$ cat src/hdl/utf8_to_display_glyph_filter_macros.svh
// assertion macros for the utf8 display glyph filter
`ifndef UTF8_TO_DISPLAY_GLYPH_FILTER_MACROS_SVH
`define UTF8_TO_DISPLAY_GLYPH_FILTER_MACROS_SVH

// same-cycle implication, checked outside reset
`define U2G_ASSERT_IMPLY(label, clk, rst, a, b, msg) \
  label: assert property (@(posedge clk) disable iff (rst) (a) |-> (b)) else $error(msg);

// next-cycle implication, checked outside reset
`define U2G_ASSERT_NEXT(label, clk, rst, a, b, msg) \
  label: assert property (@(posedge clk) disable iff (rst) (a) |=> (b)) else $error(msg);

`endif

$ cat src/hdl/u2g_pkg.sv
// types, constants and lookup functions shared by the glyph filter modules
package u2g_pkg;

  localparam int MAX_GLYPHS = 64;
  localparam int GCNT_W     = $clog2(MAX_GLYPHS + 1);
  localparam logic [5:0] SPACE_SAT = 6'd63;

  localparam logic [6:0] CH_SPACE = 7'h20;
  localparam logic [6:0] CH_QMARK = 7'h3F;
  localparam logic [7:0] B_CR     = 8'h0D;
  localparam logic [7:0] B_LF     = 8'h0A;

  localparam logic [7:0] LEAD2_LO = 8'hC2;
  localparam logic [7:0] LEAD2_HI = 8'hDF;
  localparam logic [7:0] LEAD3_LO = 8'hE0;
  localparam logic [7:0] LEAD3_HI = 8'hEF;
  localparam logic [7:0] LEAD4_LO = 8'hF0;
  localparam logic [7:0] LEAD4_HI = 8'hF4;
  localparam logic [7:0] LEAD_ED  = 8'hED;
  localparam logic [7:0] LEAD_C3  = 8'hC3;
  localparam logic [7:0] LIM_A0   = 8'hA0;
  localparam logic [7:0] LIM_90   = 8'h90;

  typedef struct packed {
    logic [6:0] glyph;
    logic [5:0] spaces;
    logic       has_glyph;
    logic       eot;
  } result_t;

  typedef struct packed {
    logic [7:0]        lead;
    logic [7:0]        second;
    logic [1:0]        hc;
    logic [GCNT_W-1:0] gcnt;
    logic [5:0]        pend;
    logic              seen;
  } state_t;

  typedef struct packed {
    logic [2:0]        n;
    result_t [3:0]     res;
  } step_out_t;

  // sequence length implied by a lead byte, 1 when not a valid lead
  function automatic logic [2:0] seq_len(input logic [7:0] lead);
    logic [2:0] len;
    len = 3'd1;
    if (lead >= LEAD2_LO && lead <= LEAD2_HI) len = 3'd2;
    else if (lead >= LEAD3_LO && lead <= LEAD3_HI) len = 3'd3;
    else if (lead >= LEAD4_LO && lead <= LEAD4_HI) len = 3'd4;
    return len;
  endfunction

  // accented spanish letters after a C3 lead
  function automatic logic [6:0] c3_letter(input logic [7:0] second);
    logic [6:0] g;
    case (second)
      8'h81, 8'hA1:               g = 7'h41;
      8'h89, 8'hA9:               g = 7'h45;
      8'h8D, 8'hAD:               g = 7'h49;
      8'h93, 8'hB3:               g = 7'h4F;
      8'h9A, 8'h9C, 8'hBA, 8'hBC: g = 7'h55;
      8'h91, 8'hB1:               g = 7'h4E;
      default:                    g = CH_QMARK;
    endcase
    return g;
  endfunction

  // single ascii byte to display glyph
  function automatic logic [6:0] map_ascii(input logic [7:0] b);
    logic [6:0] g;
    if (b == B_CR || b == B_LF) g = CH_SPACE;
    else if (b >= 8'h61 && b <= 8'h7A) g = b[6:0] - 7'h20;
    else if (b >= 8'h20 && b <= 8'h7E) g = b[6:0];
    else g = CH_QMARK;
    return g;
  endfunction

endpackage

$ cat src/hdl/u2g_step.sv
// per-byte decode, glyph cap and space trimming for one accepted beat
module u2g_step import u2g_pkg::*; (
  input  state_t     st,
  input  logic [7:0] text_byte,
  input  logic       final_byte,
  output state_t     st_next,
  output step_out_t  step
);

  logic       cont;
  logic       oor;
  logic [2:0] len_lead;
  logic [1:0] nq_pre;
  logic [1:0] nq_post;
  logic       has_c;
  logic [6:0] c;
  logic [1:0] hc_mid;
  logic [7:0] lead_mid;
  logic [7:0] second_mid;
  logic       do_fresh;
  logic [2:0] total;
  logic [6:0] ch;
  logic [GCNT_W-1:0] gcnt;
  logic [5:0] pend;
  logic       seen;
  logic [2:0] n;
  result_t [3:0] res;

  always_comb begin
    cont     = (text_byte[7:6] == 2'b10);
    len_lead = seq_len(st.lead);
    oor = (st.lead == LEAD3_LO && text_byte < LIM_A0) ||
          (st.lead == LEAD_ED  && text_byte >= LIM_A0) ||
          (st.lead == LEAD4_LO && text_byte < LIM_90) ||
          (st.lead == LEAD4_HI && text_byte >= LIM_90);

    nq_pre     = 2'd0;
    has_c      = 1'b0;
    c          = CH_QMARK;
    hc_mid     = st.hc;
    lead_mid   = st.lead;
    second_mid = st.second;
    do_fresh   = 1'b0;

    if (st.hc == 2'd0) begin
      do_fresh = 1'b1;
    end else if (!cont || (st.hc == 2'd1 && oor)) begin
      // broken sequence: one '?' per gathered byte, then retry this byte
      nq_pre   = st.hc;
      hc_mid   = 2'd0;
      do_fresh = 1'b1;
    end else begin
      if (st.hc == 2'd1) second_mid = text_byte;
      if (({1'b0, st.hc} + 3'd1) >= len_lead) begin
        hc_mid = 2'd0;
        has_c  = 1'b1;
        if (len_lead == 3'd2 && st.lead == LEAD_C3) c = c3_letter(second_mid);
        else c = CH_QMARK;
      end else begin
        hc_mid = st.hc + 2'd1;
      end
    end

    if (do_fresh) begin
      if (!text_byte[7]) begin
        has_c = 1'b1;
        c     = map_ascii(text_byte);
      end else if (seq_len(text_byte) == 3'd1) begin
        has_c = 1'b1;
        c     = CH_QMARK;
      end else begin
        lead_mid = text_byte;
        hc_mid   = 2'd1;
      end
    end

    // sequence cut by the end of text
    nq_post = final_byte ? hc_mid : 2'd0;
    total   = {1'b0, nq_pre} + {2'b00, has_c} + {1'b0, nq_post};

    gcnt = st.gcnt;
    pend = st.pend;
    seen = st.seen;
    n    = 3'd0;
    res  = '0;
    ch   = CH_QMARK;
    for (int i = 0; i < 4; i++) begin
      ch = (has_c && 2'(i) == nq_pre) ? c : CH_QMARK;
      if (3'(i) < total && gcnt < GCNT_W'(MAX_GLYPHS)) begin
        gcnt = gcnt + GCNT_W'(1);
        if (ch == CH_SPACE) begin
          if (seen && pend < SPACE_SAT) pend = pend + 6'd1;
        end else begin
          res[n[1:0]].glyph     = ch;
          res[n[1:0]].spaces    = pend;
          res[n[1:0]].has_glyph = 1'b1;
          res[n[1:0]].eot       = 1'b0;
          n    = n + 3'd1;
          pend = 6'd0;
          seen = 1'b1;
        end
      end
    end

    st_next.lead   = lead_mid;
    st_next.second = second_mid;
    st_next.hc     = hc_mid;
    st_next.gcnt   = gcnt;
    st_next.pend   = pend;
    st_next.seen   = seen;

    if (final_byte) begin
      if (n != 3'd0) begin
        res[n[1:0] - 2'd1].eot = 1'b1;
      end else begin
        // bare end marker
        res[0] = '{glyph: 7'd0, spaces: 6'd0, has_glyph: 1'b0, eot: 1'b1};
        n      = 3'd1;
      end
      st_next = '0;
    end

    step.n   = n;
    step.res = res;
  end

endmodule

$ cat src/hdl/utf8_to_display_glyph_filter.sv
// utf8 text to uppercase display glyph filter, top level
// path: an input beat is registered in the result group register, then in the output register
// throughput: one byte per cycle while each byte makes at most one result and the output is not
//   stalled; a byte that makes more results holds the input until the result group register,
//   draining one beat per cycle into the output register while not stalled, moves its last beat
// reset: synchronous active-high rst clears decoder state and both buffers
`include "utf8_to_display_glyph_filter_macros.svh"
module utf8_to_display_glyph_filter import u2g_pkg::*; (
  input  logic        clk,
  input  logic        rst,
  input  logic        s_axis_tvalid,
  output logic        s_axis_tready,
  input  logic [7:0]  s_axis_tdata,   // [7:0] text_byte
  input  logic        s_axis_tlast,   // final_byte
  output logic        m_axis_tvalid,
  input  logic        m_axis_tready,
  output logic [15:0] m_axis_tdata,   // [6:0] glyph, [12:7] spaces_before, rest zero
  output logic        m_axis_tuser,   // has_glyph
  output logic        m_axis_tlast    // end_of_text
);

  state_t        st;
  state_t        st_next;
  step_out_t     step;
  result_t [3:0] grp;
  logic [2:0]    grp_cnt;
  logic          out_valid;
  result_t       out_data;
  logic          in_acc;
  logic          out_take;
  logic          load_out;

  u2g_step u_step (
    .st         (st),
    .text_byte  (s_axis_tdata),
    .final_byte (s_axis_tlast),
    .st_next    (st_next),
    .step       (step)
  );

  assign out_take      = out_valid && m_axis_tready;
  assign load_out      = (grp_cnt != 3'd0) && (!out_valid || out_take);
  // a new group may land once the previous one has fully drained
  assign s_axis_tready = (grp_cnt == 3'd0) || (grp_cnt == 3'd1 && load_out);
  assign in_acc        = s_axis_tvalid && s_axis_tready;

  always_ff @(posedge clk) begin
    if (rst) begin
      st        <= '0;
      grp_cnt   <= 3'd0;
      out_valid <= 1'b0;
    end else begin
      if (in_acc) begin
        st      <= st_next;
        grp     <= step.res;
        grp_cnt <= step.n;
      end else if (load_out) begin
        grp     <= {grp[3], grp[3:1]};
        grp_cnt <= grp_cnt - 3'd1;
      end
      if (load_out) begin
        out_valid <= 1'b1;
        out_data  <= grp[0];
      end else if (out_take) begin
        out_valid <= 1'b0;
      end
    end
  end

  assign m_axis_tvalid = out_valid;
  assign m_axis_tdata  = {3'b000, out_data.spaces, out_data.glyph};
  assign m_axis_tuser  = out_data.has_glyph;
  assign m_axis_tlast  = out_data.eot;

  `U2G_ASSERT_IMPLY(a_grp_bound, clk, rst, 1'b1, grp_cnt <= 3'd4, "result group overflow")
  `U2G_ASSERT_NEXT(a_final_clears, clk, rst, in_acc && s_axis_tlast, st == '0, "state not cleared after final byte")
  `U2G_ASSERT_IMPLY(a_bare_marker, clk, rst, m_axis_tvalid && !m_axis_tuser, m_axis_tlast && m_axis_tdata == 16'd0, "bare marker malformed")
  `U2G_ASSERT_IMPLY(a_no_space_glyph, clk, rst, m_axis_tvalid && m_axis_tuser, m_axis_tdata[6:0] != CH_SPACE, "space sent as glyph")

endmodule

$ cat config.mk
export PLATFORM = sky130hd
export DESIGN_NAME = utf8_to_display_glyph_filter
export DESIGN_NICKNAME = d
export VERILOG_FILES = /design/src/hdl/u2g_pkg.sv /design/src/hdl/u2g_step.sv /design/src/hdl/utf8_to_display_glyph_filter.sv
export VERILOG_INCLUDE_DIRS = /design/src /design/src/hdl
export SDC_FILE = /design/constraint.sdc
export NUM_CORES = 1
export LEC_CHECK = 0
export BUFFER_PORTS_ARGS = -buffer_cell sky130_fd_sc_hd__buf_4
export CORE_ASPECT_RATIO = 0.5
export CORE_MARGIN = 4
export CORE_UTILIZATION = 25
export CTS_CLUSTER_SIZE = 20
export DETAILED_ROUTE_END_ITERATION = 16
export GPL_ROUTABILITY_DRIVEN = 0
export SLEW_MARGIN = 15
export SYNTH_ARGS = -nofsm -noshare
export SYNTH_HDL_FRONTEND = slang
export SYNTH_SLANG_ARGS = --single-unit
$ cat constraint.sdc
create_clock -name clk -period 9.6 [get_ports clk]
set_input_delay 0.48 -clock clk [delete_from_list [all_inputs] [get_ports clk]]
set_output_delay 0.48 -clock clk [all_outputs]
set_load 0.02 [all_outputs]
==> qor_table.md, run 1 <==
| Step | Quantity | This run |
|---|---|---|
| run status | Outcome | completed |
| pwr | Part of the total power dissipated in combinational logic | 30.1% |
| layout | Total non-filler cell area in the finished layout | 8420 sq um |
| sta | Final Cycle Share | 90.8% |
| logic synthesis | Post-synthesis share of cell area spent on and, or, nand and nor gates | 19.8% |
| die | Rows | 44 |
| cts | Number of gates given a new drive strength after cts | 0 |
| sta | Normalized max-slew margin | 39.8% |
| drt | Vias after detailed routing | 6298 |
| die | Vertical die dimension | 131 um |
| layout | Fraction of layout instances using a drive strength above 1 | 11.6% |
| drt | DR pass1 iterations | 5 |
| grt | Largest net degree at the start of global routing | 84 |
| hold path | Hold/Removal Path Class | flop to flop |
| drt | Post-detailed-route via-to-cell ratio | 5.18 |
| sta | Number of hold-slack violations in the final timing report | 0 |
| cts | Clock latency at the later pin of the worst-skew pair | 0.37 ns |
| pwr | Net switching power | 0.563 mW |
| logic synthesis | Async set-or-reset flop fraction in the synthesized netlist | 0% |
| logic synthesis | Post-synth EDFFs | 75 |
| die | Die width | 253 um |
| pwr | Register share of total power | 45.3% |
| logic synthesis | Proportion of synthesized area in mux cells | 3.30% |
| cts | Total CTS buffers | 9 |
| pwr | Int Pwr | 1.04 mW |
| drt | DR WL/cell | 16.6 um |
| layout | NumNets Final | 867 |
| layout | Synth-to-layout area growth | 12.0% |
| sta | Setup tns final | 0 ns |
| logic synthesis | Yosys reg bits | 110 |
| critical path | Cell type group with the largest total delay on the critical path | compound AO/OA/AOI/OAI gates |
| cts | Root buf cell | clkbuf_16 |
| placement | HPWL after DPL | 14.5 mm |
| pwr | Power density cells | 190 nW/um^2 |
| logic synthesis | Distinct cells, synth | 94 |
| logic synthesis | Main flop type after synthesis | edfxtp_1 |
| critical path | Startpoint types | flop |
| critical path | Longest individual stage delay on the worst path | 0.84 ns |
| logic synthesis | Number of instances in the synthesized netlist | 812 |
| logic synthesis | Synthesis Warnings | 0 |
| placement | Placed standard-cell area | 8110 sq um |
| critical path | CP required | 9.72 ns |
| critical path | Crit path DAT | 8.84 ns |
| grt | Initial antenna violation count | 0 |
| cts | Clock tree from TritonCTS | yes |
| logic synthesis | Combinational family with the most area after synthesis | compound AO/OA/AOI/OAI gates |
| layout | Filler Cell Count | 3089 |
| drt | Iteration-0 DRC Markers | 595 |
| critical path | Library cell contributing the largest single delay on the critical path | ha_1 |
| layout | Antenna diodes | 0 |
| cts | Clock Sink Count | 110 |
| die | Core Footprint | 29300 sq um |
| placement | Number of port buffers | 29 |
| logic synthesis | Fraction of the mapped netlist area in compound gates | 23.8% |
| logic synthesis | Mapped cell area | 7520 sq um |
| sta | Worst-margin pin slew | 0.899 ns |
| job | Max capacitance violation total | 0 |
| pwr | Switching power as a share of total power | 35.1% |
| sta | Final Skew | 0.0117 ns |
| sta | Max frequency | 115 MHz |
| grt | Total grt overflow | 0 |
| cts | Post-CTS Repair Setup Buffers | 0 |
| drt | Detail Route Antenna Nets | 0 |
| die | Initial Utilization | 25.7% |
| critical path | Largest fanout on the critical path | 20 |
| grt | Total routing resource utilization after global routing | 12.4% |
| logic synthesis | Adder and majority gate portion of the synthesized area | 5.86% |
| pwr | IR Drop Worst-Case VDD | 0.000100 V |
| logic synthesis | Fraction of synthesized cell area in xor and xnor cells | 3.59% |
| critical path | Category of the worst setup path capture point | flop |
| sta | Final-report setup violation count | 0 |
| cts | Number of buffers inserted for hold repair after clock tree synthesis | 0 |
| logic synthesis | Fraction of the yosys area taken by sequential cells | 39.3% |
| critical path | Top cell by count, worst path | ha_1 |
| die | Die Area | 33100 sq um |
| logic synthesis | Syn avg cell area | 9.26 sq um |
| sta | Setup repair after global routing missed its margin | no |
| drt | Detailed Route WL | 20.2 mm |
| drt | Residual DRC | 0 |
| grt | Number of global-route vias before repair | 6073 |
| cts | CTS clk-pin slew, worst paths | 0.09 ns |
| cts | H-Tree Depth | 3 |
| critical path | Category of the most critical setup path | flop to flop |
| die | I/O pin cnt | 33 |
| critical path | Buffers & Inverters on Critical Path | 1 |
| sta | Slew Limit Fails | 0 |
| grt | Wire length of the first global-routing pass | 33.1 mm |
| cts | Max clock buf depth | 2 |
| sta | Min Clock Period, post-route | 8.72 ns |
| pwr | Leakage Power | 2.88 nW |
| pwr | Part of the total power dissipated in the clock network | 24.6% |
-- registers in the layout, summed over array words and instances, names as in the netlist --
signal and cells:
grp_cnt 3, m_axis_tuser 1, m_axis_tdata 13, st 31, m_axis_tlast 1, grp 60
m_axis_tvalid 1
-- layout make-up --
cell class,instances,area (sq um),area share [%]
multi-input cells,633,4280,50.8
clock buffers,9,225,2.68
clock inverters,7,85.1,1.01
repair buffers,37,278,3.30
flip-flops and latches,110,2950,35.1
well taps,391,489,5.81
inverters,29,111,1.32
-- worst paths after layout --
check,slack (ns),from,depth (start not counted),endpoint
worst max-delay path,0.88,st[14]$_SDFFE_PP0P_,25,grp[10]$_DFFE_PP_
worst min-delay path,0.42,grp[0]$_DFFE_PP_,0,m_axis_tlast$_DFFE_PP_
worst max register to register,0.88,st[14]$_SDFFE_PP0P_,25,grp[10]$_DFFE_PP_
worst min register to register,0.42,grp[0]$_DFFE_PP_,0,m_axis_tlast$_DFFE_PP_
-- per-layer routing --
metal / global-route usage, % / wire (um)
met5: 0 / 0
met3: 1.96 / 891
met1: 16.8 / 9560
met4: 3.05 / 253
met2: 21.0 / 9480
-- Yosys cell counts (all sizes together) (8+ instances only) --
cell type	instances	area, sq um
nand2	95	374
nor2	76	285
edfxtp	75	2250
o21ai	43	219
a21oi	40	204
dfxtp	35	701
clkbuf	33	124
ha	32	400
inv	29	111
a22oi	24	185
nand3	20	100
nor3	18	90.1
xnor2	18	165
and2	16	100
a211oi	13	103
a31oi	13	87.6
o31ai	13	97.6
buf	12	86.3
mux2i	12	158
xor2	12	105
nand4	11	68.8
a21o	10	75.1
nand2b	10	62.6
a32o	9	90.1
and3	8	50.1
mux2	8	90.1
-- power by group through the flow --
stage / logic (mW) / registers, mW / clock network, mW
3_5_place_dp: 0.486 / 0.737 / 0
6_report: 0.483 / 0.725 / 0.395
5_1_grt: 0.535 / 0.739 / 0.426
4_1_cts: 0.488 / 0.729 / 0.405
3_3_place_gp: 0.474 / 0.736 / 0
2_1_floorplan: 0.309 / 0.754 / 0
-- cell usage in the layout, fill, tap and decap left out, types with 4 or more instances in the layout --
cell type,synthesis,final
a211oi_1,12,12
a21boi_0,4,4
a21o_1,10,10
a21oi_1,39,38
a221oi_1,4,4
a22o_1,5,5
a22oi_1,23,23
a2bb2oi_1,4,4
a31oi_1,12,12
a32o_1,9,9
and2_1,16,16
and3_1,8,8
buf_4,3,37
clkbuf_16,0,9
conb_1,1,6
dfxtp_1,35,35
edfxtp_1,75,75
ha_1,32,32
inv_1,28,28
mux2_2,8,8
mux2i_1,9,9
nand2_1,92,91
nand2b_1,10,10
nand3_1,20,20
nand4_1,11,11
nor2_1,76,76
nor2b_1,6,6
nor3_1,18,18
nor3b_1,5,5
nor4_1,6,6
o211ai_1,7,7
o21a_1,5,5
o21ai_0,39,39
o31ai_1,13,13
or3_1,4,4
xnor2_1,17,17
xor2_1,12,12
-- kinds of logic after synthesis --
family	Yosys count
adder cells (fa/ha/maj)	34
flip-flops	110
AO/OA/AOI/OAI	243
other	1
AND/OR/NAND/NOR	300
multiplexers	20
XOR/XNOR	30
buffers and inverters	74
-- metrics by stage --
stage	hold WS [ns]	util [%]	power, mW	setup slack, ns	std cells
5_1_grt	0.428	28.7	1.70	0.289	1216
2_1_floorplan	0.400	-	1.06	2.39	817
6_report	0.424	28.7	1.60	0.879	1216
4_1_cts	0.427	28.7	1.62	0.980	1216
3_5_place_dp	0.408	27.7	1.22	1.00	1200
3_3_place_gp	0.402	27.7	1.21	1.42	1200
(Power assumes the default switching activity.)
==> inputs of run 2 (changes only) <==
--- a/config.mk
+++ b/config.mk
@@ -8,11 +8,12 @@
 export LEC_CHECK = 0
 export BUFFER_PORTS_ARGS = -buffer_cell sky130_fd_sc_hd__buf_4
 export CORE_ASPECT_RATIO = 0.5
-export CORE_MARGIN = 4
+export CORE_MARGIN = 5
 export CORE_UTILIZATION = 25
 export CTS_CLUSTER_SIZE = 20
 export DETAILED_ROUTE_END_ITERATION = 16
 export GPL_ROUTABILITY_DRIVEN = 0
+export SKIP_CTS_REPAIR_TIMING = 1
 export SLEW_MARGIN = 15
 export SYNTH_ARGS = -nofsm -noshare
 export SYNTH_HDL_FRONTEND = slang
==> run 2 against run 1 <==
Net effect: combinational power about the same; global-route usage decreased by 0.69 points; flip-flop and latch count unchanged; final area about the same; die area increased by 2.3%; non-clock buffer count unchanged; core utilization about the same; critical path depth unchanged; sequential share of layout area about the same; worst hold slack got worse by 0.0037 ns; critical path type unchanged; critical endpoint is now grp[14]$_DFFE_PP_.
==> qor_table.md, run 2 (same netlist as run 1, synthesis figures left out) <==
| Step | Quantity | This run | vs previous |
|---|---|---|---|
| sta | Setup repair after global routing missed its margin | no |  |
| placement | Cell Count Post-Placement | 1200 | unchanged |
| layout | Sequential standard cell area | 2950 sq um | unchanged |
| critical path | Category of the most critical setup path | flop to flop |  |
| layout | Finished Layout Cells | 1216 | unchanged |
| sta | Max frequency | 115 MHz | +0.38% |
| grt | Wire length of the first global-routing pass | 32.4 mm | -2.1% |
| hold path | Beginning of the worst hold path | grp[4]$_DFFE_PP_ |  |
| hold path | Number of cells on the worst hold path | 0 | unchanged |
| cts | H-Tree Depth | 3 | unchanged |
| pwr | IR Drop Worst-Case VDD | 0.0000871 V | -13% |
| run status | Outcome | completed |  |
| cts | Max clock buf depth | 2 | unchanged |
| drt | DR pass1 iterations | 5 | unchanged |
| critical path | Largest fanout on the critical path | 20 | unchanged |
| cts | Clock Sink Count | 110 | unchanged |
| drt | DR WL/cell | 16.5 um | -0.71% |
| sta | Final Cycle Share | 90.5% | -0.34 points |
| cts | Root buf cell | clkbuf_16 |  |
| critical path | Logic depth of the worst register-to-register path | 25 | unchanged |
| pwr | Part of the total power dissipated in combinational logic | 30.1% | about the same |
| grt | Largest net degree at the start of global routing | 85 | +1.2% |
| hold path | Hold/Removal Path Class | flop to flop |  |
| critical path | Crit path DAT | 8.80 ns | -0.04 ns |
| pwr | Net switching power | 0.552 mW | -1.9% |
| layout | Commonest cells after routing, fill and taps aside | nand2_1, nor2_1, edfxtp_1 |  |
| die | Rows | 44 | unchanged |
| die | Initial Utilization | 25.6% | -0.048 points |
| layout | Synth-to-layout area growth | 12.1% | about the same |
| placement | HPWL after DPL | 14.3 mm | -1.1% |
| critical path | Category of the worst setup path capture point | flop |  |
| cts | Clock latency at the later pin of the worst-skew pair | 0.36 ns | about the same |
| critical path | CP required | 9.71 ns | about the same |
| cts | Clock tree from TritonCTS | yes |  |
| die | Die Area | 33900 sq um | +2.3% |
| die | Die width | 255 um | +0.79% |
| die | Vertical die dimension | 133 um | +1.5% |
| pwr | Int Pwr | 1.06 mW | +2.2% |
| sta | Number of hold-slack violations in the final timing report | 0 | unchanged |
| sta | Final worst hold slack | 0.421 ns | -0.00371 ns |
| layout | NumNets Final | 867 | unchanged |
| critical path | R2R Path End | grp[14]$_DFFE_PP_ |  |
| drt | Vias after detailed routing | 6349 | +0.81% |
| hold path | Capture endpoint of the worst hold path | m_axis_tdata[9]$_DFFE_PP_ |  |
| layout | Commonest non-fill, non-tap cell in the layout | nand2_1 |  |
| critical path | Launch instance of the worst register-to-register path | st[14]$_SDFFE_PP0P_ |  |
| layout | Largest Register | grp |  |
| sta | Setup tns final | 0 ns | unchanged |
| die | Core Footprint | 29300 sq um | +0.19% |
| pwr | Switching power as a share of total power | 34.2% | -0.92 points |
| grt | Total grt overflow | 0 | unchanged |
| placement | Number of port buffers | 29 | unchanged |
| layout | Largest register FFs | 60 | unchanged |
| sta | Worst-margin pin slew | 0.953 ns | +0.0535 ns |
| drt | Detailed Route WL | 20.0 mm | -0.71% |
| die | I/O pin cnt | 33 | unchanged |
| drt | Post-detailed-route via-to-cell ratio | 5.22 | +0.81% |
| pwr | Power density cells | 192 nW/um^2 | +0.68% |
| critical path | Flop-to-flop setup slack | 0.91 ns | +0.03 ns |
| sta | Min Clock Period, post-route | 8.69 ns | -0.0327 ns |
| cts | Total CTS buffers | 9 | unchanged |
| pwr | Leakage Power | 2.89 nW | +0.32% |
| sta | Final-report setup violation count | 0 | unchanged |
| grt | Initial antenna violation count | 0 | unchanged |
| drt | Detail Route Antenna Nets | 0 | unchanged |
| sta | Normalized max-slew margin | 35.9% | -3.9 points |
| pwr | Part of the total power dissipated in the clock network | 25.1% | +0.5 points |
| layout | Footprint of the multi-input gates | 4280 sq um | unchanged |
| layout | Antenna diodes | 0 | unchanged |
| critical path | Startpoint types | flop |  |
| cts | CTS clk-pin slew, worst paths | 0.08 ns | about the same |
| layout | Filler Cell Count | 3039 | -1.6% |
| grt | Total routing resource utilization after global routing | 11.7% | -0.69 points |
| drt | Iteration-0 DRC Markers | 533 | -10% |
| grt | Number of global-route vias before repair | 5997 | -1.3% |
| job | Max capacitance violation total | 0 | unchanged |
| pwr | Register share of total power | 44.8% | -0.5 points |
| sta | Slew Limit Fails | 0 | unchanged |
| sta | Final Skew | 0.0106 ns | -0.00110 ns |
| layout | Fraction of layout instances using a drive strength above 1 | 11.6% | unchanged |
| drt | Residual DRC | 0 | unchanged |
[run 2: cell types whose count changed in the layout (fill, tap and decap cells not counted), sizes merged]
| cell | change |
|---|---|
| clkinv | -2 |
| inv | +2 |
| clkinvlp | -1 |
| bufinv | +1 |
[run 2: how the worst max path moves through the flow]
stage,slack [ns],startpoint,endpoint,cells after the start
2_1_floorplan,2.39,st[15]$_SDFFE_PP0P_,grp[10]$_DFFE_PP_,32
3_3_place_gp,1.46,st[14]$_SDFFE_PP0P_,grp[14]$_DFFE_PP_,25
3_5_place_dp,0.97,st[14]$_SDFFE_PP0P_,grp[14]$_DFFE_PP_,25
4_1_cts,0.96,st[14]$_SDFFE_PP0P_,grp[14]$_DFFE_PP_,25
5_1_grt,0.30,st[14]$_SDFFE_PP0P_,grp[14]$_DFFE_PP_,25
6_report,0.91,st[14]$_SDFFE_PP0P_,grp[14]$_DFFE_PP_,25
[run 2: area by class of cell]
class	count	area share, %
clock buffers	9	2.67
clock inverters	7	1.10
inverters	29	1.32
multi-input cells	633	50.8
flip-flops and latches	110	35.0
well taps	391	5.81
repair buffers	37	3.30
[run 2: worst max-delay path, cell delays in order, from the launching register on]
cell and delay [ns]:
dfxtp_1 0.69, ha_1 0.81, and4_1 0.28, nand4_1 0.12, o21ai_1 0.29, o21ai_1 0.26
o21ai_0 0.18, nand2_1 0.11, fa_1 0.44, fa_1 0.63, a31o_2 0.40, xnor2_1 0.21
ha_1 0.19, a21boi_0 0.26, o221ai_1 0.19, o311ai_2 0.51, nand2b_1 0.39, a41oi_2 0.22
xnor2_2 0.44, ha_1 0.23, inv_1 0.06, ha_1 0.30, or3_1 0.38, mux2i_1 0.27
a21oi_2 0.21, a32o_1 0.33
[run 2: metal layers]
| metal | GRT usage, % | vias to the layer above | part of all wire [%] |
|---|---|---|---|
| li1 | - | 3067 | - |
| met1 | 16.3 | 3062 | 47 |
| met2 | 18.2 | 191 | 45 |
| met3 | 2.73 | 29 | 5.7 |
| met4 | 3.26 | 0 | 2.1 |
| met5 | 0 | - | 0 |
[run 2: power groups by stage]
| stage | Combinational (mW) | Clock [mW] | Sequential (mW) |
|---|---|---|---|
| after detailed placement | 0.489 | 0 | 0.736 |
| after CTS | 0.490 | 0.417 | 0.726 |
| final | 0.486 | 0.406 | 0.724 |
| after floorplan | 0.309 | 0 | 0.754 |
| after global routing | 0.539 | 0.437 | 0.735 |
| after global placement | 0.476 | 0 | 0.734 |
[run 2: stage by stage]
step                util [%]  area (sq um)  power (mW)  worst slack [ns]
floorplan                  -          7540        1.06              2.39
global placement        27.6          8110        1.21              1.46
detailed placement      27.6          8110        1.23             0.969
CTS                     28.7          8430        1.63             0.963
global route            28.7          8430        1.71             0.305
finish                  28.7          8430        1.62             0.911
